===== config.mk =====
export PLATFORM = sky130hd
export DESIGN_NAME = jfpi_mul
export DESIGN_NICKNAME = d
export VERILOG_FILES = /design/src/jfpi_pkg.sv /design/src/jfpi_mul.sv
export SDC_FILE = /design/constraint.sdc
export NUM_CORES = 2
export LEC_CHECK = 0
export BUFFER_PORTS_ARGS = -buffer_cell sky130_fd_sc_hd__buf_2
export CORE_MARGIN = 8
export CORE_UTILIZATION = 35
export DETAILED_ROUTE_END_ITERATION = 10
export SLEW_MARGIN = 5
export SYNTH_ARGS = -nofsm -noshare
export SYNTH_HDL_FRONTEND = slang
export SYNTH_SLANG_ARGS = --single-unit

===== constraint.sdc =====
create_clock -name clk -period 15.05 [get_ports clk]
set_clock_uncertainty 0.15 [all_clocks]
set_input_delay 2.2575 -clock clk [delete_from_list [all_inputs] [get_ports clk]]
set_output_delay 2.2575 -clock clk [all_outputs]
set_load 0.05 [all_outputs]

===== src/jfpi_pkg.sv =====
package jfpi_pkg;

    localparam int JOINTS_DEF = 7;
    localparam int WRENCH_DIM = 6;
    localparam int SMOOTH_ITEMS = WRENCH_DIM + 2;
    localparam int MUL_W = 33;
    localparam logic [16:0] ONE_Q16 = 17'd65536;

    localparam logic [1:0] ACT_START = 2'd0;
    localparam logic [1:0] ACT_UPDATE = 2'd1;
    localparam logic [1:0] ACT_SET = 2'd2;

    localparam logic [2:0] CFG_PERIOD = 3'd0;
    localparam logic [2:0] CFG_PROP_GAIN = 3'd1;
    localparam logic [2:0] CFG_INT_GAIN = 3'd2;
    localparam logic [2:0] CFG_SMOOTHING = 3'd3;
    localparam logic [2:0] CFG_RATE_LIMIT = 3'd4;

    typedef enum logic [3:0] {
        S_IDLE,
        S_JAC,
        S_TAU,
        S_ERR,
        S_INT_MUL,
        S_INT,
        S_I_MUL,
        S_CMD,
        S_LIM,
        S_OUT,
        S_SM
    } state_t;

endpackage


===== src/jfpi_mul.sv =====
module jfpi_mul (
    input  logic                                   clk,
    input  logic signed [jfpi_pkg::MUL_W-1:0]      a,
    input  logic signed [jfpi_pkg::MUL_W-1:0]      b,
    output logic signed [2*jfpi_pkg::MUL_W-1:0]    p_reg
);

    always_ff @(posedge clk)
    begin
        p_reg <= a * b;
    end

endmodule


Yosys cells after proc, flatten, opt, wreduce, memory -nomap -nowiden:

Cells that the tools add are included.

* bits in registers: 66
* latch bits: 0
* RAM bits: 0
* bits in read-only memories: 0
* bits of input ports: 67
* output and inout port bits: 66
* word-level logic and storage cells: 2
* memories: 0

* add/sub/neg operators: 0
* multipliers: 1
* divide/modulo/power cells: 0
* magnitude comparators: 0
* eq/ne operators: 0
* shift operators: 0
* multiplexer cells: 0
* bitwise operators: 0
* reduce and logical (&&, ||, !) cells: 0

Operator list (number)
* multiplier 33 x 33 -> 66 bit: 1

Longest topological paths before layout:

* depth in word-level cells: 1
* mapped depth: 27
* depth with buffers taken out: 26

Least setup slack after synthesis:

No wires, ideal clock.

* path type: input port to flip-flop
* start point: input port a[32] (netlist name)
* end point: register p_reg[62] (netlist name)
* setup time: 0.079 ns
* data arrival time: 9.415 ns
* required time: 14.821 ns
* path slack: 5.406 ns
* cell stages on the path: 23
* path buffers: 2
* cells stage by stage: clkbuf_1 nand2_1 inv_1 fa_1 fa_1 fa_1 fa_1 fa_1 fa_1 fa_1 inv_1 fa_1 inv_1 ha_1 clkbuf_1 and3_1 nand3_1 nand2b_1 a2111oi_4 a211oi_4 a21o_2 a21o_1 a211oi_2

* cells in the longest elaborated chain, start to end: 1

RTL lines
* start, declared: RTL line jfpi_mul.sv:3 `input logic signed [jfpi_pkg::MUL_W-1:0] a,`
* multiplier 33 x 33 -> 66 bit: RTL line jfpi_mul.sv:10 `p_reg <= a * b;`
* end signal, assigned: RTL line jfpi_mul.sv:10
* end, declared: RTL line jfpi_mul.sv:5 `output logic signed [2*jfpi_pkg::MUL_W-1:0] p_reg`

No other way between the ends.

Worst setup path in the final report:

* start point: input port a[32] (netlist name)
* end point: register p_reg[58] (netlist name)

The elaborated chain is that of the path after synthesis.

==> flow_summary.toml <==
[drt]
drc_errors = 0
drt-pass1-iter-count = 5
via_count = 28100
avgRoutedWirePerCell_um = 19.0
vias_per_cell = 4.82
drt_iter0_markers = 1426
wl_um = 111000
ant_nets = 0

[clocking]
hold_buffers = 0
h-tree-depth = 3
ctsResizeCount = 0
cts_tree = "built"
cts-root-buf = "clkbuf_16"
cts_sinks = 66
postCtsSetupBuffers = 0
clk_pin_slew_ns = 0.06
cts_buffers = 9
clock_path_buffers = 2

[min_path]
hold_class = "in -> reg"

[timing]
min_period_over_period_pct = 69.9
timing.fmax_mhz = 95.0
relSlewSlack_pct = 5.57
setup_viol = 0
hold_viol_final = 0
rsz0062_at_grt = "false"
finalMaxSlewViolations = 0
layout_min_cycle_time_ns = 10.52
setup_tns_ns = 0
worstMarginPinSlew_ns = 1.42

[synthesis]
synthTopCellsByArea = "fa_1 (56%), inv_1 (10%), and2_1 (8.6%)"
synth-main-ff-cell = "dfxtp_1"
synth-warning-count = 0
synthDistinctLibCells = 80
netlist.area_leader.share_pct = 56.3
syn-num-nets = 5767
synth_cells = 4338
avgSynthCellArea_sq_um = 9.39
synth_edf_count = 0
synth_seq_cells = 66
seq_area_frac_synth_pct = 3.24
synth_top_area_cell = "fa_1"
synthArstFlopShare_pct = 0
syn-cell-area_sq_mm = 0.0407

[run]
max_cap_violations = 0

[setup_path]
path_max_fanout = 33
cpLargestDelayFamily = "adder cells"
slowest_delay_ns = 1.31
crit_buf_inv = 4
path_cells = "buf_2 -> nand2_1 -> inv_1 -> fa_1 -> fa_1 -> fa_1 -> fa_1 -> fa_1 -> fa_1 -> fa_1 -> inv_1 -> fa_1 -> inv_1 -> ha_1 -> and3_1 -> nand3_1 -> nand2b_1 -> nor2_1 -> a211oi_4 -> a21oi_2 -> nor4b_2 -> a311oi_1"
crit_top_cell = "fa_1"
arrival_ns = 10.66
slowest_stage = "fa_1"
crit_type = "in -> reg"
start_kind = "input port"
endpoint_kind = "flop"
crit_required_ns = 15.19

[die]
io_pins = 133
rows = 125
start_util_pct = 35.1
core_sq_mm = 0.116
die-area_sq_mm = 0.128
die_x_um = 357
die_y_um = 357

[cells_and_area]
nNetsFinal = 5711
largest_reg_flops = 66
area_delta_synth_final_pct = 5.42
drive_gt1_share_pct = 4.83

[grt]
grt_antenna_before_repair = 11
grt_max_degree = 34
gr-total-overflow = 0
grt_pass1_wl_um = 183000
grtUsageTotal_pct = 18.4
grt_pass1_vias = 32300

[outcome]
status = "complete, no violations"

[place]
io_buffers = 132
place.gp.congestion = 0.914
post-dp-hpwl_um = 91400
-- synthesized netlist by cell type (25+ instances only) --
master,count
ha_1,217
nand2_1,551
dfxtp_1,66
inv_1,1131
clkbuf_1,208
o21ai_0,25
nand3_1,25
a21o_1,36
nor2_1,68
a21oi_1,57
and2_1,562
fa_1,1145
xor2_1,25
xnor2_1,43
-- cell type report --
cell class | instances | area [sq um]
repair buffers | 154 | 826
flip-flops and latches | 66 | 1320
clock buffers | 9 | 225
inverters | 1131 | 4250
well taps | 1524 | 1910
clock inverters | 7 | 76.3
fillers | 11800 | 73000
multi-input cells | 2920 | 34300
diodes | 9 | 22.5
-- per-layer routing --
metal	up-vias	GRT usage [%]	part of all wire [%]	routed length, um
met2	743	31.4	50	55200
met5	-	1.04	0.19	213
met4	8	6.23	3.1	3440
met1	14900	23.0	41	45100
met3	177	4.04	6.2	6890
li1	12200	-	-	-
-- metrics by stage --
| stage | instances | hold slack [ns] | instance area (sq um) | worst slack (ns) | utilization [%] |
|---|---|---|---|---|---|
| CTS | 5811 | 2.27 | 42900 | 4.49 | 37.0 |
| finish | 5820 | 2.31 | 42900 | 4.53 | 37.1 |
| global placement | 5795 | 2.58 | 42600 | 4.15 | 36.8 |
| global route | 5813 | 2.32 | 42900 | 4.09 | 37.0 |
| detailed placement | 5795 | 2.58 | 42600 | 4.06 | 36.8 |
| floorplan | 4338 | 2.23 | 40700 | 5.41 | - |
-- worst paths after layout --
| kind | to | slack [ns] | depth (start not counted) | startpoint |
|---|---|---|---|---|
| worst min-delay path | p_reg[0] | 2.31 | 2 | b[0] |
| worst max-delay path | p_reg[58] | 4.53 | 22 | a[32] |
-- logic make-up (layout without fill, tap and decap cells) --
logic type	count (synthesis)	count (layout)	share of synthesized area [%]
adder cells (fa/ha/maj)	1362	1362	62.9
AND/OR/NAND/NOR	1271	1271	15.8
AO/OA/AOI/OAI	219	219	4.07
buffers and inverters	1352	1301	12.5
other	0	9	0
flip-flops	66	66	3.24
XOR/XNOR	68	68	1.46
-- cells in the final DEF (no fill, tap or decap), types with 4 or more instances in the layout --
master	count
and3_1	5
nand3_1	25
ha_1	217
o21bai_1	11
fa_1	1145
xor2_1	25
a211oi_1	7
o21ai_0	25
nor3_1	7
and2_1	562
buf_4	22
a211o_1	6
a21o_1	36
a31oi_1	8
nor2_1	68
inv_1	1131
o211ai_1	4
and4_1	5
nand2_1	551
dfxtp_1	66
o21a_1	6
nand2b_1	12
diode_2	9
a21oi_1	57
nor2b_1	5
o21ai_1	6
clkbuf_16	9
nand4_1	11
buf_2	132
xnor2_1	43
Power is not shown: default switching activity piles up to over one toggle a cycle in this logic, so the estimate is an artifact.
